[config.mk]
export PLATFORM = sky130hd
export DESIGN_NAME = infix_expression_evaluator
export DESIGN_NICKNAME = d
export VERILOG_FILES = /design/src/rtl/iee_pkg.sv /design/src/rtl/iee_front.sv /design/src/rtl/iee_fifo.sv /design/src/rtl/iee_div.sv /design/src/rtl/iee_back.sv /design/src/rtl/infix_expression_evaluator.sv
export SDC_FILE = /design/constraint.sdc
export NUM_CORES = 2
export LEC_CHECK = 0
export BUFFER_PORTS_ARGS = -buffer_cell sky130_fd_sc_hd__buf_2
export CAP_MARGIN = 20
export CORE_MARGIN = 8
export CORE_UTILIZATION = 45
export DETAILED_ROUTE_END_ITERATION = 10
export SYNTH_ARGS = -nofsm -noshare
export SYNTH_HDL_FRONTEND = slang
export SYNTH_HIERARCHICAL = 1
export SYNTH_SLANG_ARGS = --single-unit
[constraint.sdc]
create_clock -name clk -period 14.7 [get_ports clk]
set_input_delay 0.735 -clock clk [delete_from_list [all_inputs] [get_ports clk]]
set_output_delay 0.735 -clock clk [all_outputs]
set_load 0.01 [all_outputs]
[src/rtl/iee_pkg.sv]
// Shared types and constants for the infix expression evaluator.
package iee_pkg;

  localparam int VALUE_WIDTH     = 32;
  localparam int OUT_WIDTH       = 32;
  localparam int CMD_QUEUE_DEPTH = 4;

  localparam logic [7:0] CH_0     = 8'h30;
  localparam logic [7:0] CH_9     = 8'h39;
  localparam logic [7:0] CH_PLUS  = 8'h2b;
  localparam logic [7:0] CH_MINUS = 8'h2d;
  localparam logic [7:0] CH_STAR  = 8'h2a;
  localparam logic [7:0] CH_SLASH = 8'h2f;

  typedef struct packed {
    logic [7:0] char_code;
    logic       is_last;
  } in_item_t;

  typedef struct packed {
    logic signed [OUT_WIDTH-1:0] value;
    logic                        div_by_zero;
  } out_item_t;

  typedef enum logic [1:0] {
    K_DIGIT,
    K_ADDSUB,
    K_MULDIV,
    K_SKIP
  } kind_t;

  // classified item; alt selects minus for add/sub and divide for mul/div
  typedef struct packed {
    kind_t      kind;
    logic [3:0] digit;
    logic       alt;
    logic       last;
  } cmd_t;

  typedef struct packed {
    logic                   done;
    logic                   dz;
    logic [VALUE_WIDTH-1:0] quotient;
  } div_res_t;

endpackage

[src/rtl/iee_front.sv]
// Front end: classifies incoming characters and pushes commands into the queue.
module iee_front (
  input  logic              in_valid,
  output logic              in_ready,
  input  iee_pkg::in_item_t in_data,
  input  logic              q_full,
  output logic              q_push,
  output iee_pkg::cmd_t     q_cmd
);

  logic [7:0] ch;

  assign ch = in_data.char_code;

  always_comb begin
    q_cmd       = '0;
    q_cmd.kind  = iee_pkg::K_SKIP;
    q_cmd.last  = in_data.is_last;
    q_cmd.digit = 4'(ch - iee_pkg::CH_0);
    if (ch >= iee_pkg::CH_0 && ch <= iee_pkg::CH_9) begin
      q_cmd.kind = iee_pkg::K_DIGIT;
    end else if (ch == iee_pkg::CH_PLUS || ch == iee_pkg::CH_MINUS) begin
      q_cmd.kind = iee_pkg::K_ADDSUB;
      q_cmd.alt  = (ch == iee_pkg::CH_MINUS);
    end else if (ch == iee_pkg::CH_STAR || ch == iee_pkg::CH_SLASH) begin
      q_cmd.kind = iee_pkg::K_MULDIV;
      q_cmd.alt  = (ch == iee_pkg::CH_SLASH);
    end
  end

  assign in_ready = !q_full;
  // ignored characters are dropped here unless they end the expression
  assign q_push   = in_valid && !q_full &&
                    (q_cmd.kind != iee_pkg::K_SKIP || in_data.is_last);

endmodule

[src/rtl/iee_fifo.sv]
// Short command queue between the front end and the execution unit.
module iee_fifo (
  input  logic          clk,
  input  logic          rst_n,
  input  logic          push,
  input  iee_pkg::cmd_t push_cmd,
  output logic          full,
  input  logic          pop,
  output iee_pkg::cmd_t pop_cmd,
  output logic          not_empty
);

  localparam int AW = $clog2(iee_pkg::CMD_QUEUE_DEPTH);
  localparam int CW = $clog2(iee_pkg::CMD_QUEUE_DEPTH + 1);

  iee_pkg::cmd_t  mem_r [iee_pkg::CMD_QUEUE_DEPTH];
  logic [AW-1:0]  wr_ptr_r;
  logic [AW-1:0]  rd_ptr_r;
  logic [CW-1:0]  count_r;
  logic           do_push;
  logic           do_pop;

  assign full      = (count_r == CW'(iee_pkg::CMD_QUEUE_DEPTH));
  assign not_empty = (count_r != '0);
  assign do_push   = push && !full;
  assign do_pop    = pop && not_empty;
  assign pop_cmd   = mem_r[rd_ptr_r];

  always_ff @(posedge clk) begin
    if (do_push) begin
      mem_r[wr_ptr_r] <= push_cmd;
    end
  end

  always_ff @(posedge clk) begin
    if (!rst_n) begin
      wr_ptr_r <= '0;
      rd_ptr_r <= '0;
      count_r  <= '0;
    end else begin
      if (do_push) begin
        wr_ptr_r <= (wr_ptr_r == AW'(iee_pkg::CMD_QUEUE_DEPTH - 1)) ? '0 : wr_ptr_r + 1'b1;
      end
      if (do_pop) begin
        rd_ptr_r <= (rd_ptr_r == AW'(iee_pkg::CMD_QUEUE_DEPTH - 1)) ? '0 : rd_ptr_r + 1'b1;
      end
      case ({do_push, do_pop})
        2'b10:   count_r <= count_r + 1'b1;
        2'b01:   count_r <= count_r - 1'b1;
        default: count_r <= count_r;
      endcase
    end
  end

endmodule

[src/rtl/iee_div.sv]
// Iterative signed divider, one quotient bit per cycle, truncating toward zero.
module iee_div (
  input  logic                            clk,
  input  logic                            rst_n,
  input  logic                            start,
  input  logic [iee_pkg::VALUE_WIDTH-1:0] dividend,
  input  logic [iee_pkg::VALUE_WIDTH-1:0] divisor,
  output iee_pkg::div_res_t               res
);

  localparam int VW = iee_pkg::VALUE_WIDTH;
  localparam int CW = $clog2(VW);

  typedef enum logic [1:0] {
    D_IDLE,
    D_RUN,
    D_DONE
  } div_state_t;

  div_state_t         state_r;
  logic [VW-1:0]      rem_r;
  logic [VW-1:0]      quo_r;
  logic [VW-1:0]      den_r;
  logic               neg_r;
  logic [CW-1:0]      cnt_r;
  iee_pkg::div_res_t  res_r;
  logic [VW-1:0]      mag_a;
  logic [VW-1:0]      mag_b;
  logic [VW:0]        trial;

  assign mag_a = dividend[VW-1] ? (VW'(0) - dividend) : dividend;
  assign mag_b = divisor[VW-1]  ? (VW'(0) - divisor)  : divisor;
  assign trial = {rem_r, quo_r[VW-1]} - {1'b0, den_r};
  assign res   = res_r;

  always_ff @(posedge clk) begin
    if (!rst_n) begin
      state_r    <= D_IDLE;
      res_r.done <= 1'b0;
    end else begin
      case (state_r)
        D_IDLE: begin
          res_r.done <= 1'b0;
          if (start) begin
            neg_r <= dividend[VW-1] ^ divisor[VW-1];
            quo_r <= mag_a;
            den_r <= mag_b;
            rem_r <= '0;
            cnt_r <= '0;
            if (mag_b == '0) begin
              res_r.done     <= 1'b1;
              res_r.dz       <= 1'b1;
              res_r.quotient <= '0;
            end else begin
              state_r <= D_RUN;
            end
          end
        end
        D_RUN: begin
          if (!trial[VW]) begin
            rem_r <= trial[VW-1:0];
            quo_r <= {quo_r[VW-2:0], 1'b1};
          end else begin
            rem_r <= {rem_r[VW-2:0], quo_r[VW-1]};
            quo_r <= {quo_r[VW-2:0], 1'b0};
          end
          cnt_r <= cnt_r + 1'b1;
          if (cnt_r == CW'(VW - 1)) begin
            state_r <= D_DONE;
          end
        end
        D_DONE: begin
          res_r.done     <= 1'b1;
          res_r.dz       <= 1'b0;
          res_r.quotient <= neg_r ? (VW'(0) - quo_r) : quo_r;
          state_r        <= D_IDLE;
        end
        default: state_r <= D_IDLE;
      endcase
    end
  end

endmodule

[src/rtl/iee_back.sv]
// Execution unit: builds numbers, closes terms and sums, drives the result register.
module iee_back (
  input  logic               clk,
  input  logic               rst_n,
  input  logic               cmd_valid,
  output logic               cmd_pop,
  input  iee_pkg::cmd_t      cmd,
  output logic               out_valid,
  input  logic               out_ready,
  output iee_pkg::out_item_t out_data
);

  localparam int VW = iee_pkg::VALUE_WIDTH;

  typedef enum logic [2:0] {
    B_IDLE,
    B_CLOSE,
    B_DIVW,
    B_POST,
    B_FIN
  } back_state_t;

  typedef enum logic [1:0] {
    P_NONE,
    P_MUL,
    P_DIV
  } pend_t;

  back_state_t        state_r;
  iee_pkg::cmd_t      cmd_r;
  logic [VW-1:0]      num_r;
  logic [VW-1:0]      term_r;
  logic [VW-1:0]      sum_r;
  pend_t              pend_r;
  logic               neg_r;
  logic               zds_r;
  logic               out_valid_r;
  iee_pkg::out_item_t out_data_r;
  logic [VW-1:0]      num_step;
  logic [VW-1:0]      sum_closed;
  logic               div_start;
  iee_pkg::div_res_t  div_res;

  // number*10 + digit as two shifted adds
  assign num_step   = (num_r << 3) + (num_r << 1) + {{(VW-4){1'b0}}, cmd.digit};
  assign sum_closed = neg_r ? (sum_r - term_r) : (sum_r + term_r);
  assign div_start  = (state_r == B_CLOSE) && (pend_r == P_DIV);
  assign cmd_pop    = (state_r == B_IDLE) && cmd_valid;
  assign out_valid  = out_valid_r;
  assign out_data   = out_data_r;

  iee_div u_div (
    .clk      (clk),
    .rst_n    (rst_n),
    .start    (div_start),
    .dividend (term_r),
    .divisor  (num_r),
    .res      (div_res)
  );

  always_ff @(posedge clk) begin
    if (!rst_n) begin
      state_r     <= B_IDLE;
      num_r       <= '0;
      term_r      <= '0;
      sum_r       <= '0;
      pend_r      <= P_NONE;
      neg_r       <= 1'b0;
      zds_r       <= 1'b0;
      out_valid_r <= 1'b0;
    end else begin
      // in B_FIN an accepted item is replaced by the new one below
      if (out_valid_r && out_ready && state_r != B_FIN) begin
        out_valid_r <= 1'b0;
      end
      case (state_r)
        B_IDLE: begin
          if (cmd_valid) begin
            cmd_r <= cmd;
            if (cmd.kind == iee_pkg::K_DIGIT) begin
              num_r <= num_step;
              if (cmd.last) begin
                state_r <= B_CLOSE;
              end
            end else begin
              state_r <= B_CLOSE;
            end
          end
        end
        B_CLOSE: begin
          num_r <= '0;
          case (pend_r)
            P_MUL: begin
              term_r  <= term_r * num_r;
              state_r <= B_POST;
            end
            P_DIV:   state_r <= B_DIVW;
            default: begin
              term_r  <= num_r;
              state_r <= B_POST;
            end
          endcase
        end
        B_DIVW: begin
          if (div_res.done) begin
            term_r  <= div_res.quotient;
            zds_r   <= zds_r | div_res.dz;
            state_r <= B_POST;
          end
        end
        B_POST: begin
          case (cmd_r.kind)
            iee_pkg::K_ADDSUB: begin
              sum_r   <= sum_closed;
              term_r  <= '0;
              neg_r   <= cmd_r.alt;
              pend_r  <= P_NONE;
              state_r <= cmd_r.last ? B_FIN : B_IDLE;
            end
            iee_pkg::K_MULDIV: begin
              pend_r <= cmd_r.alt ? P_DIV : P_MUL;
              if (cmd_r.last) begin
                // operator ends the expression: close again with a zero operand
                cmd_r.kind <= iee_pkg::K_SKIP;
                state_r    <= B_CLOSE;
              end else begin
                state_r <= B_IDLE;
              end
            end
            default: begin
              sum_r   <= sum_closed;
              term_r  <= '0;
              state_r <= B_FIN;
            end
          endcase
        end
        B_FIN: begin
          if (!out_valid_r || out_ready) begin
            out_valid_r            <= 1'b1;
            out_data_r.value       <= iee_pkg::OUT_WIDTH'($signed(sum_r));
            out_data_r.div_by_zero <= zds_r;
            num_r   <= '0;
            term_r  <= '0;
            sum_r   <= '0;
            pend_r  <= P_NONE;
            neg_r   <= 1'b0;
            zds_r   <= 1'b0;
            state_r <= B_IDLE;
          end
        end
        default: state_r <= B_IDLE;
      endcase
    end
  end

endmodule

[src/rtl/infix_expression_evaluator.sv]
// Top level of the streaming infix expression evaluator.
//
//   channel  | direction | handshake            | payload
//   in_      | input     | in_valid / in_ready   | iee_pkg::in_item_t  (char_code, is_last)
//   out_     | output    | out_valid / out_ready | iee_pkg::out_item_t (value, div_by_zero)
//
// A digit is absorbed in B_IDLE; ignored characters reach the unit only as a last item.
// +, -, * and / pass through B_IDLE, B_CLOSE and B_POST, and when they close a division
// also wait in B_DIVW on the 32-step iterative divider, which skips a zero divisor.
// The result is loaded in B_FIN; a closing * or / first repeats B_CLOSE and B_POST.
// The front end keeps filling a 4-entry queue while the execution unit works, until full.
// The result register stalls only the execution unit; rst_n is synchronous, active low.
module infix_expression_evaluator (
  input  logic               clk,
  input  logic               rst_n,
  input  logic               in_valid,
  output logic               in_ready,
  input  iee_pkg::in_item_t  in_data,
  output logic               out_valid,
  input  logic               out_ready,
  output iee_pkg::out_item_t out_data
);

  logic          q_full;
  logic          q_push;
  iee_pkg::cmd_t q_cmd;
  logic          q_pop;
  iee_pkg::cmd_t q_head;
  logic          q_not_empty;

  iee_front u_front (
    .in_valid (in_valid),
    .in_ready (in_ready),
    .in_data  (in_data),
    .q_full   (q_full),
    .q_push   (q_push),
    .q_cmd    (q_cmd)
  );

  iee_fifo u_fifo (
    .clk       (clk),
    .rst_n     (rst_n),
    .push      (q_push),
    .push_cmd  (q_cmd),
    .full      (q_full),
    .pop       (q_pop),
    .pop_cmd   (q_head),
    .not_empty (q_not_empty)
  );

  iee_back u_back (
    .clk       (clk),
    .rst_n     (rst_n),
    .cmd_valid (q_not_empty),
    .cmd_pop   (q_pop),
    .cmd       (q_head),
    .out_valid (out_valid),
    .out_ready (out_ready),
    .out_data  (out_data)
  );

endmodule

# After elaboration in Yosys (flattened, before gate mapping)
# Memory sizes are Yosys's and may differ from the RTL's. A register that Yosys moved wholly into a read port is not among the register bits.
# Cells that the tools add are included.
# totals
ff_bits	290
ramBits	32
in_bits	13
out_inout_bits	35
word_cells	193
mem_count	1
# op_classes
add_sub_neg	14
mul	1
n_lt_le_gt_ge	2
eq_ne	37
n_mux	68
n_bitwise	2
n_reduce_logical	42
# memory_table
memory	words	width	rd	rd_clocked_by_memory_dff	write_ports	line	text
u_fifo.mem_r	4	8	1	1	1	iee_fifo.sv:16	iee_pkg::cmd_t mem_r [iee_pkg::CMD_QUEUE_DEPTH];
# ops
operator	count
$mux W32	13
$pmux W32 S2	4
$pmux W32 S4	1
$pmux W32 S3	1
$sub A1 B32 Y32 const A	3
$mux W34	2
$pmux W34 S2	1
$add A32 B32 Y32	2
$sub A33 B32 Y33	1
$add A32 B4 Y32	1
$eq A8 B6 Y1 const B	4
$logic_not A32 Y1	1
$mul A32 B32 Y32	1
$sub A32 B32 Y32	1
$reduce_and A3 Y1	9
$mux W2	13
$ne A2 B2 Y1 const B	10
$mux W3	6
$pmux W2 S2	4
$mux W1	15
$pmux W3 S5	1
$eq A2 B2 Y1 const B	6
$pmux W3 S2	2
$reduce_and A4 Y1	3
other kinds (30)	61

# Depth between registers and ports, before layout
# logic_depth
ltp_word	11
depth_mapped	29
ltp_nobuf	27

# By module
# Netlist, hierarchy kept.
# modules_own_cells
mod	instances	cells_per_inst	area_each_um2	seq_area_each_um2
iee_back	1	2909	25493.2	3193.1
iee_div	1	977	9415.3	4113.9
iee_fifo	1	98	1645.3	1141.1
iee_front	1	23	166.4	0.0

# Worst setup path after synthesis
# OpenSTA, ideal clock, no wires.
# synth_timing
kind	register to register
from	reg u_back.num_r[5]
to	reg u_back.term_r[30]
setup_ns	0.137
arrival_ns	7.059
required_ns	14.563
slack_ns	7.505
stages_incl_launch_ff	28
n_path_buf	2
period_less_slack_ns	7.195
path_cell_list	dfxtp_1 -> clkbuf_1 -> clkbuf_1 -> and2_1 -> fa_1 -> fa_1 -> fa_1 -> inv_1 -> fa_1 -> inv_1 -> fa_1 -> inv_1 -> fa_1 -> inv_1 -> fa_1 -> inv_1 -> fa_1 -> inv_1 -> ha_1 -> a21o_1 -> a21o_1 -> a2111oi_0 -> o21ai_0 -> nand2_1 -> a31oi_1 -> a211oi_1 -> mux2i_1 -> a31oi_1
# synth_between
elab_chain_len	3
# synth_rtl
item	line	text
from (decl)	iee_back.sv:31	logic [VW-1:0] num_r;
from (signal assigned)	iee_back.sv:81	num_r <= num_step;
$mul A32 B32 Y32	iee_back.sv:94	term_r <= term_r * num_r;
$pmux W32 S2	iee_back.sv:92	case (pend_r)
$pmux W32 S4	iee_back.sv:76	case (state_r)
to (signal assigned)	iee_back.sv:94	
to (signal assigned)	iee_back.sv:99	term_r <= num_r;
to (signal assigned)	iee_back.sv:106	term_r <= div_res.quotient;
to (decl)	iee_back.sv:32	logic [VW-1:0] term_r;
# Every way passes these cells.
# A chain may end at the register's enable or synchronous reset.

# Worst setup path after layout
# layout_timing
from	reg u_back.term_r[10]
to	reg u_back.term_r[22]
# layout_between
elab_chain_len	3
# layout_rtl
item	line
$mul A32 B32 Y32	iee_back.sv:94
$pmux W32 S2	iee_back.sv:92
$pmux W32 S4	iee_back.sv:76
# Every way passes these cells.

==> out/results.md <==
| Quantity | Value | Unit |
|:---|:---|:---|
| Run status | finished, final reports clean | - |
| Dominant cell type by area after synthesis | sky130_fd_sc_hd__fa_1 | - |
| Area grow syn2layout | 7.292 | % |
| Per-cell via count in the routed design | 5.587 | - |
| Max Slew Vio Count | 0 | - |
| Clock sink total | 320 | - |
| Root buffer cell | sky130_fd_sc_hd__clkbuf_16 | - |
| Worst stage delay on the critical path | 1.00 | ns |
| Number of top-level design ports | 48 | - |
| Resize count post-CTS | 0 | - |
| Library cell contributing the largest single delay on the critical path | sky130_fd_sc_hd__dfxtp_1 | - |
| Startpoint of the lowest-slack hold path | in_data[0] | - |
| First-pass GRT wire length | 165.8 | mm |
| Cts bufs inserted | 38 | - |
| Total internal power | 1.924 | mW |
| Post-Syn Area per Cell | 9.164 | um^2 |
| Worst slew pin tran | 1.075 | ns |
| Final hold violations | 0 | - |
| Main combinational cell family by area after synthesis | adder cells | - |
| Logic depth of the worst register-to-register path | 24 | - |
| Fin nets | 4641 | - |
| Required arrival time at the worst endpoint | 15.13 | ns |
| Post-Place Worst Slack | 6.937 | ns |
| EDFF count, synth | 204 | - |
| Detailed-route via count | 28210 | - |
| Number of buffers inserted by hold repair at cts | 0 | - |
| Net switching fraction of the power | 37.89 | % |
| Min Tclk post-route | 7.767 | ns |
| Clock transition time at the flip-flop clock pins of the worst setup and hold paths | 0.07 | ns |
| Aggregate global routing overflow | 0 | - |
| Synth top area cells | sky130_fd_sc_hd__fa_1, sky130_fd_sc_hd__edfxtp_1, sky130_fd_sc_hd__ha_1, sky130_fd_sc_hd__dfxtp_1, sky130_fd_sc_hd__and2_1 | - |
| Max Fanout on Critical Path | 17 | - |
| Final cell area excluding filler cells | 39400 | um^2 |
| Number of violations of the max-capacitance limit | 0 | - |
| Clock tree from TritonCTS | yes | - |
| Worst Slack Setup Final | 6.933 | ns |
| Clock power frac | 31.8 | % |
| Smallest hold slack | 0.4107 | ns |
| Adder-cell area share of the yosys netlist | 31.24 | % |
| Detailed-route DRC error count | 0 | - |
| Yosys top cell area share | 22.52 | % |
| Distinct cells, synth | 91 | - |
| Standard-cell row count | 104 | - |
| Post-Synth Simple-Gate Area | 17.98 | % |
| Setup repair after global routing missed its margin | no | - |
| Cell mode on critical path | sky130_fd_sc_hd__fa_1 | - |
| Antenna violations before repair | 1 | - |
| Largest vdd supply drop | 92.26 | uV |
| Post-route fraction of the period consumed by the critical path | 52.84 | % |
| R2r startpoint | u_back/term_r[10] | - |
| Top-count cell post-synth | sky130_fd_sc_hd__inv_1 | - |
| Worst EP arrival | 8.20 | ns |
| Top post-synthesis cells by count | sky130_fd_sc_hd__inv_1, sky130_fd_sc_hd__nand2_1, sky130_fd_sc_hd__fa_1 | - |
| Maximum number of pins on one net before global-route repair | 70 | - |
| Total Die Area | 91000 | um^2 |
| Post-CTS Setup Inserts | 0 | - |
| First-iteration detailed-routing DRC count | 1902 | - |
| Slack of the worst reg-to-reg path | 6.93 | ns |
| Hold WC Path Type | primary input to register | - |
| Number of stages on the worst hold path | 1 | - |
| Combinational share of power | 32.5 | % |
| Final wirelength | 103.5 | mm |
| Final setup viols | 0 | - |
| Critical setup path kind | register to register | - |
| Cells after synthesis | 4007 | - |
| Hold path endpoint | u_fifo/mem_r[1][0] | - |
| Die Y | 301.7 | um |
| Proportion of synthesized flip-flops having asynchronous set or reset | 0 | % |
| Worst path cell trace | buf_4 -> and2_1 -> fa_1 -> fa_1 -> fa_1 -> inv_1 -> fa_1 -> inv_1 -> ha_1 -> ha_1 -> fa_1 -> inv_1 -> fa_1 -> inv_1 -> ha_1 -> a21o_1 -> a21o_1 -> a21o_1 -> or3_1 -> o21bai_1 -> o21ai_1 -> xor2_1 -> a222oi_1 -> a21oi_1 | - |
| Area after DPL | 38070 | um^2 |
| Type of destination of the critical path | register | - |
| Setup TNS Final | 0 | ns |
| Sw power | 1.174 | mW |
| GRT Overall Usage | 22.99 | % |
| Multiplexer area fraction after synthesis | 1.486 | % |
| Leakage power | 17.25 | nW |
| Yosys warnings | 6 | - |
| Flip-flop and latch count after synthesis | 320 | - |
| Number of nets with antenna violations after routing | 0 | - |
| Number of global-route vias before repair | 28620 | - |
| Worst Setup Start Kind | register | - |
| Portion of total power attributed to sequential cells | 35.7 | % |
| Count of H-tree levels built during CTS | 2 | - |
| Post-synthesis xor/xnor area fraction | 6.406 | % |
| HPWL Detailed | 76.70 | mm |
| Maximum clock path buffer count | 3 | - |
| Ratio of cells with drive above 1 in the final layout | 6.217 | % |
| Worst reg2reg endpoint | u_back/term_r[22] | - |
| Net count after synthesis | 4689 | - |
| Total design power | 3.098 | mW |
| Fin Clk Skew | 0.03388 | ns |
| Maximum clock frequency | 0.1288 | GHz |
| Area fraction in compound gates after synthesis | 12.24 | % |
| Gpl congestion | 0.9100 | - |
| Effective utilization at floorplan | 45.51 | % |
| PD cells | 78.63 | nW/um^2 |
| Top flip-flop cell by instance count after synthesis | sky130_fd_sc_hd__edfxtp_1 | - |
| Clk_lat worst skew | 0.58 | ns |
| Cell area after synthesis | 36720 | um^2 |
| Detailed-routing iteration count for the pre-antenna-repair pass | 6 | - |
| Port bufs | 47 | - |
| Part of the Yosys area used for sequential elements | 23.01 | % |
| Chip Width | 301.7 | um |
| Worst rel slew slack | 28.27 | % |
| Average wire per cell in the routed design | 20.50 | um |
| Core Area | 80680 | um^2 |
-- metrics by stage --
| step | util [%] | cells |
|---|---|---|
| CTS | 48.80 | 5048 |
| global placement | 47.18 | 4977 |
| floorplan | - | 4007 |
| global route | 48.83 | 5049 |
| finish | 48.83 | 5050 |
| detailed placement | 47.19 | 4978 |
-- critical path: cells and delay by family, from the launching register on --
family	cells	cell delay [ns]
adder cells (fa/ha/maj)	9	4.04
AO/OA/AOI/OAI	7	1.33
flip-flops	1	1.00
buffers and inverters	5	0.58
AND/OR/NAND/NOR	2	0.50
XOR/XNOR	1	0.17
-- registers in the layout, summed over array words and instances (netlist names), named ones only --
signal / count
u_back/u_div/quo_r: 32
u_back/u_div/state_r: 2
u_fifo/rd_ptr_r: 2
u_fifo/count_r: 3
u_back/u_div/rem_r: 32
u_fifo/mem_r: 32
u_back/sum_r: 32
u_back/cmd_r: 4
u_back/zds_r: 1
u_back/u_div/neg_r: 1
u_back/u_div/den_r: 32
u_back/state_r: 3
u_back/out_data: 33
u_back/pend_r: 2
u_back/u_div/cnt_r: 5
u_back/neg_r: 1
u_back/out_valid: 1
u_back/u_div/res: 34
u_back/term_r: 32
u_fifo/wr_ptr_r: 2
u_back/num_r: 32
-- per-layer routing --
layer	routed length, um	track usage [%]
met1	45330	31.31
met2	48020	37.53
met3	6680	3.592
met4	3471	7.207
met5	9	0
-- logic make-up (layout without fill, tap and decap cells) --
group,after synthesis,after routing
other,0,1
buffers and inverters,735,717
flip-flops,320,320
adder cells (fa/ha/maj),669,669
XOR/XNOR,267,267
AND/OR/NAND/NOR,1287,1287
multiplexers,43,43
AO/OA/AOI/OAI,686,686
-- layout make-up --
type / instances / area (um^2)
diodes: 1 / 2.502
multi-input cells: 2952 / 25510
clock inverters: 26 / 300.3
fillers: 7645 / 41280
well taps: 1060 / 1326
inverters: 519 / 1948
clock buffers: 44 / 993.5
repair buffers: 128 / 865.8
flip-flops and latches: 320 / 8451
-- power groups by stage --
| stage | clock network, mW | registers [mW] | logic [mW] |
|---|---|---|---|
| after floorplan | 0 | 1.06 | 0.733 |
| after global placement | 0 | 1.12 | 0.987 |
| after detailed placement | 0 | 1.12 | 0.994 |
| after CTS | 1.01 | 1.10 | 1.00 |
| after global routing | 1.04 | 1.11 | 1.10 |
| final | 0.985 | 1.11 | 1.01 |
-- how the worst max path moves through the flow --
| stage | startpoint | endpoint | slack [ns] | depth (start not counted) |
|---|---|---|---|---|
| 6_report | u_back/term_r[10] | u_back/term_r[22] | 6.93 | 24 |
| 5_1_grt | u_back/term_r[10] | u_back/term_r[23] | 6.55 | 24 |
| 4_1_cts | u_back/term_r[10] | u_back/term_r[22] | 6.96 | 24 |
| 3_5_place_dp | u_back/term_r[10] | u_back/term_r[22] | 6.94 | 24 |
| 3_3_place_gp | u_back/term_r[10] | u_back/term_r[22] | 7.03 | 24 |
| 2_1_floorplan | u_back/num_r[5] | u_back/term_r[30] | 7.50 | 27 |
-- cell usage in the layout (no fill, tap or decap), types with 42 or more instances in the layout --
cell | Yosys | final
sky130_fd_sc_hd__ha_1 | 256 | 256
sky130_fd_sc_hd__nor2_1 | 181 | 179
sky130_fd_sc_hd__a21o_1 | 46 | 46
sky130_fd_sc_hd__inv_1 | 517 | 517
sky130_fd_sc_hd__buf_4 | 5 | 79
sky130_fd_sc_hd__xnor2_1 | 162 | 162
sky130_fd_sc_hd__nand2_1 | 435 | 435
sky130_fd_sc_hd__and2_1 | 331 | 331
sky130_fd_sc_hd__fa_1 | 413 | 413
sky130_fd_sc_hd__a21oi_1 | 143 | 143
sky130_fd_sc_hd__dfxtp_1 | 116 | 114
sky130_fd_sc_hd__xor2_1 | 104 | 103
sky130_fd_sc_hd__nor3_1 | 43 | 42
sky130_fd_sc_hd__edfxtp_1 | 204 | 204
sky130_fd_sc_hd__o21ai_0 | 156 | 156
sky130_fd_sc_hd__nor2b_1 | 65 | 65
sky130_fd_sc_hd__buf_2 | 4 | 47
Note: power is estimated with default switching activity, not from simulation.
